$ cat config.mk
export PLATFORM = sky130hd
export DESIGN_NAME = tlce_cell
export DESIGN_NICKNAME = d
export VERILOG_FILES = /design/src/rtl/tlce_pkg.sv /design/src/rtl/tlce_cell.sv
export SDC_FILE = /design/constraint.sdc
export NUM_CORES = 1
export LEC_CHECK = 0
export ABC_AREA = 1
export BUFFER_PORTS_ARGS = -buffer_cell sky130_fd_sc_hd__buf_2
export CAP_MARGIN = 20
export CORE_MARGIN = 2
export CORE_UTILIZATION = 44
export CTS_BUF_LIST = sky130_fd_sc_hd__clkbuf_2
export DETAILED_ROUTE_END_ITERATION = 8
export MAX_ROUTING_LAYER = met4
export PLACE_DENSITY = 0.82
export REMOVE_ABC_BUFFERS = 1
export SYNTH_ARGS = -nofsm -noshare
export SYNTH_HDL_FRONTEND = slang
export SYNTH_SLANG_ARGS = --single-unit
$ cat constraint.sdc
create_clock -name i_clk -period 1.3 [get_ports i_clk]
set_input_delay 0.065 -clock i_clk [delete_from_list [all_inputs] [get_ports i_clk]]
set_output_delay 0.065 -clock i_clk [all_outputs]
set_load 0.005 [all_outputs]
$ cat src/rtl/tlce_pkg.sv
package tlce_pkg;

    localparam int TABLE_ENTRIES = 256;
    localparam int CNT_W         = $clog2(TABLE_ENTRIES + 1);
    localparam int VAL_W         = 32;

    localparam logic [1:0] ACT_CLEAR  = 2'd0;
    localparam logic [1:0] ACT_SECOND = 2'd1;
    localparam logic [1:0] ACT_THIRD  = 2'd2;
    localparam logic [1:0] ACT_PROBE  = 2'd3;

    typedef struct packed {
        logic [VAL_W-1:0] key;
        logic             valid;
        logic             second;
        logic             third;
        logic             reported;
    } t_entry;

    typedef struct packed {
        logic clear;
        logic shift;
        logic mark_second;
        logic mark_third;
        logic mark_reported;
    } t_upd;

endpackage

$ cat src/rtl/tlce_cell.sv
module tlce_cell (
    input  logic                      i_clk,
    input  logic                      i_rst_n,
    input  logic                      i_cmp_en,
    input  logic [tlce_pkg::VAL_W-1:0] i_key,
    input  tlce_pkg::t_upd            i_upd,
    input  tlce_pkg::t_entry          i_prev,
    output tlce_pkg::t_entry          o_entry,
    output logic                      o_hit,
    output logic                      o_common
);
    import tlce_pkg::*;

    logic [VAL_W-1:0] r_key;
    logic             r_valid;
    logic             r_second;
    logic             r_third;
    logic             r_reported;
    logic             r_hit;
    logic             r_common;
    logic             w_match;

    assign w_match = r_valid && (r_key == i_key);

    always_ff @(posedge i_clk) begin
        if (i_upd.shift) begin
            r_key <= i_prev.key;
        end
    end

    always_ff @(posedge i_clk) begin
        if (!i_rst_n) begin
            r_valid    <= 1'b0;
            r_second   <= 1'b0;
            r_third    <= 1'b0;
            r_reported <= 1'b0;
        end else if (i_upd.clear) begin
            r_valid    <= 1'b0;
            r_second   <= 1'b0;
            r_third    <= 1'b0;
            r_reported <= 1'b0;
        end else if (i_upd.shift) begin
            r_valid    <= i_prev.valid;
            r_second   <= i_prev.second;
            r_third    <= i_prev.third;
            r_reported <= i_prev.reported;
        end else if (r_hit) begin
            r_second   <= r_second | i_upd.mark_second;
            r_third    <= r_third | i_upd.mark_third;
            r_reported <= r_reported | (i_upd.mark_reported & r_common);
        end
    end

    always_ff @(posedge i_clk) begin
        if (!i_rst_n) begin
            r_hit    <= 1'b0;
            r_common <= 1'b0;
        end else if (i_cmp_en) begin
            r_hit    <= w_match;
            r_common <= w_match && r_second && r_third && !r_reported;
        end
    end

    assign o_entry.key      = r_key;
    assign o_entry.valid    = r_valid;
    assign o_entry.second   = r_second;
    assign o_entry.third    = r_third;
    assign o_entry.reported = r_reported;
    assign o_hit            = r_hit;
    assign o_common         = r_common;

endmodule

==> Word level (Yosys, flattened, before mapping) <==
Index checks and enable logic that the tools add are counted.
{ "op_classes": {"n_addsub": 0, "mux": 6, "reduce_logical": 7, "n_div": 0, "order_cmp": 0, "multipliers": 0, "n_eq_ne": 1, "bitwise": 5, "shifts": 0} }
{ "op_table": {"columns": ["cell", "n"], "rows": [
  ["== test 32 bit", 1],
  ["2-to-1 mux 1 bit", 6],
  ["logical AND 1 bit", 4],
  ["bitwise OR 1 bit", 3],
  ["nonzero test 2 bit", 1],
  ["OR reduction 2 bit", 1],
  ["bitwise AND 1 bit", 1],
  ["zero test 1 bit", 1],
  ["NOT 1 bit", 1]
]} }
{ "totals": {"output_inout_bits": 38, "ramBits": 0, "wordCells": 26, "latchBits": 0, "n_memories": 0, "input_bits": 76, "rom_bits": 0, "register_bits": 38} }

==> Depth between registers and ports, before layout <==
Gate-level depths: netlist of the first run.
{ "logic_depth": {"depth_word": 5, "mapped_depth": 10} }

==> Least setup slack after synthesis of the first run <==
Ideal clock, no wire load.
{ "synth_path": {"path_type": "register -> register", "start": "register r_key[28]", "end": "register r_common (netlist: o_common)", "arrival_time_ns": 1.085, "t_required_ns": 1.234, "path_slack_ns": 0.149, "n_path_buf": 0, "stages_incl_launch_ff": 10, "cell_sequence": "edfxtp_1 nor2_1 nor2_1 nor2_1 nand2_1 nor2_2 nand2_1 nor2_2 nand3_2 a21oi_2"} }
{ "synth_between": {"elab_chain_len": 5} }
{ "synth_lines": {"columns": ["item", "line", "source"], "rows": [
  ["from (decl)", "tlce_cell.sv:14", "logic [VAL_W-1:0] r_key;"],
  ["from (signal assigned)", "tlce_cell.sv:27", "r_key <= i_prev.key;"],
  ["== test 32 bit", "tlce_cell.sv:23", "assign w_match = r_valid && (r_key == i_key);"],
  ["logical AND 1 bit", "tlce_cell.sv:23", null],
  ["logical AND 1 bit (3 in series)", "tlce_cell.sv:60", "r_common <= w_match && r_second && r_third && !r_reported;"],
  ["to (signal assigned)", "tlce_cell.sv:60", null],
  ["to (decl)", "tlce_cell.sv:20", "logic r_common;"]
]} }
No other way between the ends.
A chain may end at the register's enable or synchronous reset.

==> Worst setup path in the final report of the first run <==
{ "layout_path": {"start": "register r_key[28]", "end": "register r_hit (netlist: o_hit)"} }
{ "layout_between": {"elab_chain_len": 2} }
{ "layout_lines": {"columns": ["item", "line", "source"], "rows": [
  ["== test 32 bit", "tlce_cell.sv:23", null],
  ["logical AND 1 bit", "tlce_cell.sv:23", null],
  ["to (signal assigned)", "tlce_cell.sv:59", "r_hit <= w_match;"],
  ["to (decl)", "tlce_cell.sv:19", "logic r_hit;"]
]} }
No other way between the ends.

==> results.md, run 1 <==
* Antenna violations before repair at 0
* Area growth from synthesis to layout at 59.5%
* Max incr delay on CP at 470 ps
* Synthesized instance count at 205
* CTS sink cnt at 38
* Antenna-violating nets left at 0
* Cts bufs inserted at 5
* Clock skew at about 17 ps
* Core ar. at 4000 um2
* Cell Rows at 23
* CTS tree: done
* Worst Tran Pin Value at 408 ps
* Filler instances at 307
* Flop2flop setup slack at -100 ps
* CTS clk-pin slew, worst paths at 190 ps
* CP Max Fanout at 3
* Die Span Y at 68.3 um
* First drt pass iteration count at 4
* RD Place Congestion at between 0.6 and 0.7
* Period utilization at 107%
* Nets at 440
* Crit Path Category: reg -> reg
* Crit path cell chain: nor2_1 -> nor2_1 -> nor2_1 -> nand2_1 -> nor2_2 -> nand2_2 -> nor2_4 -> nand2_1 -> a21oi_2
* Die area at roughly 4700 um2
* YS warnings at 0
* Worst path slowest cell: edfxtp_1
* Maximum VDD drop at about 0.7 mV
* # setup viols final at 2
* Fmax at 717 MHz
* Most frequent cells in the layout: buf_2 (113), nand2_1 (61), inv_1 (45)
* Placed Cells incl. Taps at 365
* PD cells at 872 nW/um2
* Syn Area/Cell at approximately 9 um2
* Wirelength per Cell at 12.6 um
* Design Power at between 2 and 3 mW
* First-pass GRT wire length at 7.45 mm
* Final worst slack at -95.5 ps
* P_leak at 1.50 nW
* Worst skew pair latency at 390 ps
* Synthesis-stage register bit count at 38
* Dpl hpwl at 3.49 mm
* Initial Utilization at between 40% and 50%
* Max_cap viols at 0
* Largest net degree at the start of global routing at 26
* Ports at 114
* Violated checks: negative setup slack
* Remaining DRCs at 0
* Relative slew margins at 72.6%
* Outcome: finished with violations
* Root Driver: clkbuf_2
* Routed Wire Length at 5.23 mm
* Vias in the first global route at about 1,700
* Synth Cell Area at 1820 um2
* Sequential share of the synthesized area at 59.3%
* Worst path most repeated cell: nor2_1
* CP arrival at between 1500 and 2000 ps
* H-tree Lvls at 2
* Final setup TNS at -144 ps
* Total global routing overflow at 0
* Share of cells above drive strength 1 at 34.8%
* Pins Over Slew Limit at 0
* RSZ-0062 raised after global routing: yes
* Non-Filler Instances at 415
* CP startpoint kind: register
* Bufs on Longest Clock Path at 2
* Number of port buffers at 113
* Placed inst area at 2440 um2
* Commonest non-fill, non-tap cell in the layout: buf_2
* Fin. Hold Viols at 0
* Tmin final at 1400 ps
* N_diodes at 0
* Total track usage at 22.9%
* Vias at ~1,900
* Vias per cell at roughly 4.5
* Post-synth cell types at 18
* Critical path capture point type: register
* Min-delay worst type: in -> reg
* DR iter-0 viols at 103
* Final Cell Area at roughly 2900 um2
* DIE WIDTH at 68.3 um
* Worst Path Required at 1620 ps
==> layout make-up <==
type                       count  area (um2)  share of cell area (%)
clock buffer                   7        35.0                    1.21
multi-input combinational    118         549                    18.9
tap                           50        62.6                    2.15
sequential                    38        1080                    37.2
clock inverter                 1        3.75                   0.129
timing repair buffer         156        1010                    34.6
inverter                      45         169                    5.81
==> power by group <==
part / switching, mW / leakage (nW) / internal [mW]
Sequential: 0.0607 / 0.362 / 1.42
Combinational: 0.230 / 1.11 / 0.303
Clock: 0.377 / 0.0306 / 0.144
==> kinds of logic after synthesis <==
group	share of synthesized area, %
xor+xnor	3.85
simple gates	20.1
compound gates	5.77
flops	59.3
buf+inv	10.9
==> cells in the mapped netlist (all sizes together) <==
library cell,count,area share (%)
inv,45,9.3
nor2,26,5.6
xnor2,8,3.8
buf,4,1.6
a21oi,3,1.2
a31oi,2,0.69
o211ai,1,0.41
nand3,4,1.4
a311o,1,0.55
edfxtp,32,53
o22ai,2,0.69
nor4,1,0.34
dfxtp,6,6.6
nand2,62,13
o21ai,8,2.2
==> critical path: cells and delay by family, from the launching register on <==
family / cells / cell delay [ps]
and+or+nand+nor: 8 / 720
DFF: 1 / 470
AOI/OAI and AO/OA: 1 / 140
==> final timing paths <==
check | to | start | depth (start not counted)
worst min-delay path | r_reported$_SDFFE_PP0P_ | i_upd[0] | 4
worst min register to register | r_valid$_SDFFE_PP0P_ | r_valid$_SDFFE_PP0P_ | 2
worst max-delay path | o_hit$_SDFFE_PN0P_ | r_key[28]$_DFFE_PP_ | 9
worst max register to register | o_hit$_SDFFE_PN0P_ | r_key[28]$_DFFE_PP_ | 9
==> sequential cells by signal (all words and copies together), names as in the netlist <==
register,flops
r_key,32
o_common,1
o_hit,1
r_reported,1
r_second,1
r_third,1
r_valid,1
==> through the flow <==
| step | utilization (%) | hold WS, ps | setup slack, ps |
|---|---|---|---|
| 2_1_floorplan | - | 149 | 149 |
| 3_3_place_gp | 61.0 | 241 | 50.0 |
| 3_5_place_dp | 61.0 | 243 | 31.7 |
| 4_1_cts | 72.5 | 30.5 | -6.48 |
| 5_1_grt | 72.7 | 17.5 | -197 |
| 6_report | 72.7 | 57.2 | -95.5 |
==> routing by layer <==
metal  track usage (%)  up-vias  share of wire, %  wire, um
li1                  -      949                 -         -
met1              24.1      834                38      1980
met2              42.7       71                55      2890
met3              3.95       12               4.9       259
met4              8.25        0               2.0       103
met5                 -        -                 0         0
==> what timing repair did <==
item	4_1_cts	5_1_grt
gates cloned	0	0
hold buffers	42	0
hold endpoints to repair	38	0
pin swaps	2	6
setup endpoints to repair	2	2
buffers inserted	0	0
gates resized for setup	0	3
Note: power is estimated with default switching activity, not from simulation.
==> run 2, diff against run 1 <==
--- a/config.mk
+++ b/config.mk
@@ -15,6 +15,7 @@
 export MAX_ROUTING_LAYER = met4
 export PLACE_DENSITY = 0.82
 export REMOVE_ABC_BUFFERS = 1
+export SETUP_SLACK_MARGIN = 0.2
 export SYNTH_ARGS = -nofsm -noshare
 export SYNTH_HDL_FRONTEND = slang
 export SYNTH_SLANG_ARGS = --single-unit
==> results.md, run 2 (same netlist as run 1, synthesis figures left out) <==
* Outcome: finished with violations
* Violated checks: negative setup slack
* Placed inst area at 2440 um2 (unchanged)
* H-tree Lvls at 2 (unchanged)
* Total track usage at 22.9% (unchanged)
* Remaining DRCs at 0 (unchanged)
* Top delay family on crit path: simple AND/OR/NAND/NOR gates
* Worst path slowest cell: edfxtp_1
* Ports at 114 (unchanged)
* Most flop-heavy register: r_key
* CP arrival at 1720 ps (about the same)
* Commonest non-fill, non-tap cell in the layout: buf_2
* # setup viols final at 2 (unchanged)
* Register area at 1080 um2 (unchanged)
* Max reg flops at 32 (unchanged)
* Area growth from synthesis to layout at 59.5% (unchanged)
* Max_cap viols at 0 (unchanged)
* RD Place Congestion at 0.691 (unchanged)
* Antenna violations before repair at 0 (unchanged)
* First drt pass iteration count at 4 (unchanged)
* Period utilization at 107% (unchanged)
* Die Span Y at 68.3 um (unchanged)
* Final Cell Area at 2910 um2 (unchanged)
* Routed Wire Length at 5.23 mm (unchanged)
* Worst skew pair latency at 390 ps (about the same)
* CTS tree: done
* Nets at 440 (unchanged)
* Core ar. at 4000 um2 (unchanged)
* Worst Tran Pin Value at 408 ps (unchanged)
* P_leak at 1.50 nW (unchanged)
* Vias at 1,866 (unchanged)
* Maximum VDD drop at 0.705 mV (unchanged)
* CTS clk-pin slew, worst paths at 190 ps (about the same)
* Worst path most repeated cell: nor2_1
* Fin. Hold Viols at 0 (unchanged)
* Filler instances at 307 (unchanged)
* CP bufs+invs at 0 (unchanged)
* Share of cells above drive strength 1 at 34.8% (unchanged)
* Dpl hpwl at 3.49 mm (unchanged)
* PD cells at 872 nW/um2 (unchanged)
* Bufs on Longest Clock Path at 2 (unchanged)
* CP startpoint kind: register
* DIE WIDTH at 68.3 um (unchanged)
* Number of port buffers at 113 (unchanged)
* Final setup TNS at -144 ps (unchanged)
* Pins Over Slew Limit at 0 (unchanged)
* RSZ-0062 raised after global routing: yes
* First-pass GRT wire length at 7.45 mm (unchanged)
* Max incr delay on CP at 470 ps (about the same)
* Largest net degree at the start of global routing at 26 (unchanged)
* Most frequent cells in the layout: buf_2 (113), nand2_1 (61), inv_1 (45)
* Wirelength per Cell at 12.6 um (unchanged)
* Vias in the first global route at 1,744 (unchanged)
* Final worst slack at -95.5 ps (unchanged)
* Antenna-violating nets left at 0 (unchanged)
* Min Hold Slack at 57.2 ps (unchanged)
* # Post-CTS Setup Buffers at 0 (unchanged)
* Critical path capture point type: register
* N_diodes at 0 (unchanged)
* Crit path cell chain: nor2_1 -> nor2_1 -> nor2_1 -> nand2_1 -> nor2_2 -> nand2_2 -> nor2_4 -> nand2_1 -> a21oi_2
* Initial Utilization at 45.5% (unchanged)
* Die area at 4670 um2 (unchanged)
* Root Driver: clkbuf_2
* Fmax at 717 MHz (unchanged)
* Vias per cell at 4.50 (unchanged)
* Min-delay worst type: in -> reg
* Total global routing overflow at 0 (unchanged)
* Cts bufs inserted at 5 (unchanged)
* Crit Path Category: reg -> reg
* CTS sink cnt at 38 (unchanged)
* Cell Rows at 23 (unchanged)
* Tmin final at 1400 ps (unchanged)
* Multi-input logic area at 549 um2 (unchanged)
* Final Core Density at 72.7% (unchanged)
* CP Max Fanout at 3 (unchanged)
* Clock skew at 17.3 ps (unchanged)
* Relative slew margins at 72.6% (unchanged)
* DR iter-0 viols at 103 (unchanged)
* Worst Path Required at 1620 ps (about the same)
-- run 2: cell counts in the layout (fill, tap and decap cells not counted) --
Identical to the previous run, type by type.
-- run 2: routing by layer --
metal | vias to the layer above | track usage, % | routed length [um]
li1 | 949 | - | -
met1 | 834 | 24.1 | 1980
met2 | 71 | 42.7 | 2890
met3 | 12 | 3.95 | 259
met4 | 0 | 8.25 | 103
met5 | - | - | 0
-- run 2: final cells by class --
type                    count  share of cell area [%]
inverters                  45                    5.81
well taps                  50                    2.15
repair buffers            156                    34.6
multi-input cells         118                    18.9
flip-flops and latches     38                    37.2
clock buffers               7                    1.21
clock inverters             1                   0.129
-- run 2: path summary, 6_finish.rpt --
path	to	cells after the start	slack [ps]	from
min reg2reg	r_valid$_SDFFE_PP0P_	2	500	r_valid$_SDFFE_PP0P_
min	r_reported$_SDFFE_PP0P_	4	60	i_upd[0]
max reg2reg	o_hit$_SDFFE_PN0P_	9	-100	r_key[28]$_DFFE_PP_
max	o_hit$_SDFFE_PN0P_	9	-100	r_key[28]$_DFFE_PP_
-- run 2: repair_timing --
item | CTS | global route
resized for setup | 0 | 3
pin swaps | 2 | 6
setup endpoints to repair | 3 | 28
hold buffers | 42 | 0
hold endpoints to repair | 38 | 0
-- run 2: where the power goes --
part | leakage, nW | total (mW) | internal [mW] | switching (mW)
sequential | 0.362 | 1.48 | 1.42 | 0.0607
clock | 0.0306 | 0.521 | 0.144 | 0.377
combinational | 1.11 | 0.533 | 0.303 | 0.230
total | 1.50 | 2.53 | 1.87 | 0.668
-- run 2: stage by stage --
step	setup slack (ps)	power, mW	cells
after floorplan	149	1.67	201
after global placement	50.0	1.91	365
after detailed placement	31.7	1.93	365
after CTS	-6.48	2.55	415
after global routing	-197	2.67	415
final	-95.5	2.53	415
-- run 2: tightest hold or removal path, cell delays in order --
cell	delay (ps)
buf_2	80
a311o_1	150
o211ai_1	70
inv_1	50
==> run 3, diff against run 2 <==
--- a/config.mk
+++ b/config.mk
@@ -9,11 +9,11 @@
 export BUFFER_PORTS_ARGS = -buffer_cell sky130_fd_sc_hd__buf_2
 export CAP_MARGIN = 20
 export CORE_MARGIN = 2
-export CORE_UTILIZATION = 44
+export CORE_UTILIZATION = 40
 export CTS_BUF_LIST = sky130_fd_sc_hd__clkbuf_2
 export DETAILED_ROUTE_END_ITERATION = 8
 export MAX_ROUTING_LAYER = met4
-export PLACE_DENSITY = 0.82
+export PLACE_DENSITY = 0.76
 export REMOVE_ABC_BUFFERS = 1
 export SETUP_SLACK_MARGIN = 0.2
 export SYNTH_ARGS = -nofsm -noshare
==> constraint.sdc (replaced) <==
create_clock -name i_clk -period 1.8 [get_ports i_clk]
set_input_delay 0.09 -clock i_clk [delete_from_list [all_inputs] [get_ports i_clk]]
set_output_delay 0.09 -clock i_clk [all_outputs]
set_load 0.005 [all_outputs]
==> results.md, run 3 (same netlist as run 1, synthesis figures left out) <==
* Outcome: finished, final reports clean
* Vias at 1,856 (-0.54%)
* Die area at 5110 um2 (+9.4%)
* PD cells at 625 nW/um2 (-28%)
* Ports at 114 (unchanged)
* CP Max Fanout at 5 (+2)
* # Post-CTS Setup Buffers at 0 (unchanged)
* RSZ-0062 raised after global routing: no
* Top delay family on crit path: buffers and inverters
* Remaining DRCs at 0 (unchanged)
* # setup viols final at 0 (-2)
* Crit Path Category: reg -> reg
* Area growth from synthesis to layout at 58.5%
* Dpl hpwl at 3.32 mm (-4.9%)
* Wire length on met2 at 2.75 mm (-5.0%)
* Root Driver: clkbuf_2
* Filler instances at 361 (+18%)
* Die Span Y at 71.5 um (+4.6%)
* DIE WIDTH at 71.5 um (+4.6%)
* Antenna violations before repair at 0 (unchanged)
* H-tree Lvls at 2 (unchanged)
* Final worst slack at 337 ps (+433 ps)
* Max reg flops at 32 (unchanged)
* CP arrival at 1750 ps (+30 ps)
* Clock skew at 10.4 ps (-6.82 ps)
* CP startpoint kind: register
* First-pass GRT wire length at 8.37 mm (+12%)
* Final setup TNS at 0 ps (+144 ps)
* Total track usage at 22.5% (-0.48 points)
* Maximum VDD drop at 0.507 mV (-28%)
* Bufs on Longest Clock Path at 2 (unchanged)
* CTS tree: done
* First drt pass iteration count at 4 (unchanged)
* Cts bufs inserted at 5 (unchanged)
* Period utilization at 81.3% (-26 points)
* Vias per cell at 4.46 (-0.78%)
* Placed Cells incl. Taps at 367 (+0.55%)
* Worst Path Required at 2090 ps (+470 ps)
* Worst Tran Pin Value at 340 ps (-67.4 ps)
* Worst path slowest cell: dlygate4sd3_1
* Design Power at 1.81 mW (-29%)
* Min Hold Slack at 124 ps (+66.9 ps)
* Pre-CTS setup slack at 411 ps (+380 ps)
* CTS clk-pin slew, worst paths at 180 ps (about the same)
* Crit path cell chain: a311o_1 -> o211ai_1 -> dlygate4sd3_1 -> inv_1
* Pins Over Slew Limit at 0 (unchanged)
* Most frequent cells in the layout: buf_2 (113), nand2_1 (62), inv_1 (45)
* Final Core Density at 65.9% (-6.8 points)
* Share of cells above drive strength 1 at 34.9% (+0.096 points)
* P_leak at 1.50 nW (-0.48%)
* Routed wl met3 at 358 um (+38%)
* Initial Utilization at 41.6% (-4.0 points)
* Largest net degree at the start of global routing at 23 (-12%)
* Total global routing overflow at 0 (unchanged)
* N_diodes at 0 (unchanged)
* Routed Wire Length at 5.14 mm (-1.8%)
* Vias in the first global route at 1,923 (+10%)
* Max_cap viols at 0 (unchanged)
* Final Cell Area at 2890 um2 (-0.65%)
* Antenna-violating nets left at 0 (unchanged)
* Core ar. at 4380 um2 (+9.6%)
* Max incr delay on CP at 570 ps (+100 ps)
* RD Place Congestion at 0.811 (+17%)
* Relative slew margins at 77.1% (+4.5 points)
* Cell Rows at 24 (+4.3%)
* Flop2flop setup slack at 340 ps (+430 ps)
* M1 wire length at 1.86 mm (-6.2%)
* Worst skew pair latency at 370 ps (-20 ps)
* Tmin final at 1460 ps (+67.3 ps)
* Number of port buffers at 113 (unchanged)
* Min-delay worst type: in -> reg
* Commonest non-fill, non-tap cell in the layout: buf_2
* CTS sink cnt at 38 (unchanged)
* CP bufs+invs at 2 (+2)
* Fin. Hold Viols at 0 (unchanged)
* Fmax at 684 MHz (-4.6%)
* Non-Filler Instances at 416 (+0.24%)
* DR iter-0 viols at 80 (-22%)
* Critical path capture point type: register
* Nets at 440 (unchanged)
* Wirelength per Cell at 12.4 um (-2.0%)
* Top routing layer used: met4
* Placed inst area at 2430 um2 (-0.41%)
* Most flop-heavy register: r_key
==> run 3: final timing paths <==
kind | startpoint | endpoint | cells past startpoint
min reg2reg | r_valid$_SDFFE_PP0P_ | r_valid$_SDFFE_PP0P_ | 2
max | o_hit$_SDFFE_PN0P_ | r_reported$_SDFFE_PP0P_ | 4
max reg2reg | o_hit$_SDFFE_PN0P_ | r_reported$_SDFFE_PP0P_ | 4
min | i_upd[3] | r_key[24]$_DFFE_PP_ | 1
==> run 3: cell type report <==
cell class / instances / area, um2 / area share (%)
Tap cell: 52 / 65.1 / 2.25
Clock buffer: 7 / 35.0 / 1.21
Timing Repair Buffer: 156 / 993 / 34.4
Inverter: 45 / 169 / 5.85
Sequential cell: 38 / 1080 / 37.4
Multi-Input combinational cell: 118 / 544 / 18.8
==> run 3: repair_timing <==
action,4_1_cts,5_1_grt
resized for setup,0,1
hold buffers,42,0
hold endpoints to repair,38,0
endpoints found under the setup margin,0,3
==> run 3: worst reg2reg max path: cells and delay by family (launching register included) <==
family,cells,cell delay (ps)
compound gates,2,400
buf+inv,2,610
flops,1,380
==> run 3: where the power goes <==
| part | switching (mW) | internal [mW] | leakage (nW) | total (mW) |
|---|---|---|---|---|
| logic | 0.164 | 0.215 | 1.10 | 0.379 |
| clock network | 0.257 | 0.101 | 0.0291 | 0.358 |
| registers | 0.0430 | 1.03 | 0.362 | 1.07 |
==> run 3: routing by layer <==
| layer | vias to the layer above | GRT usage [%] |
|---|---|---|
| met4 | 0 | 10.9 |
| met2 | 90 | 40.8 |
| met1 | 805 | 22.1 |
| li1 | 945 | - |
| met3 | 16 | 5.63 |
| met5 | - | - |
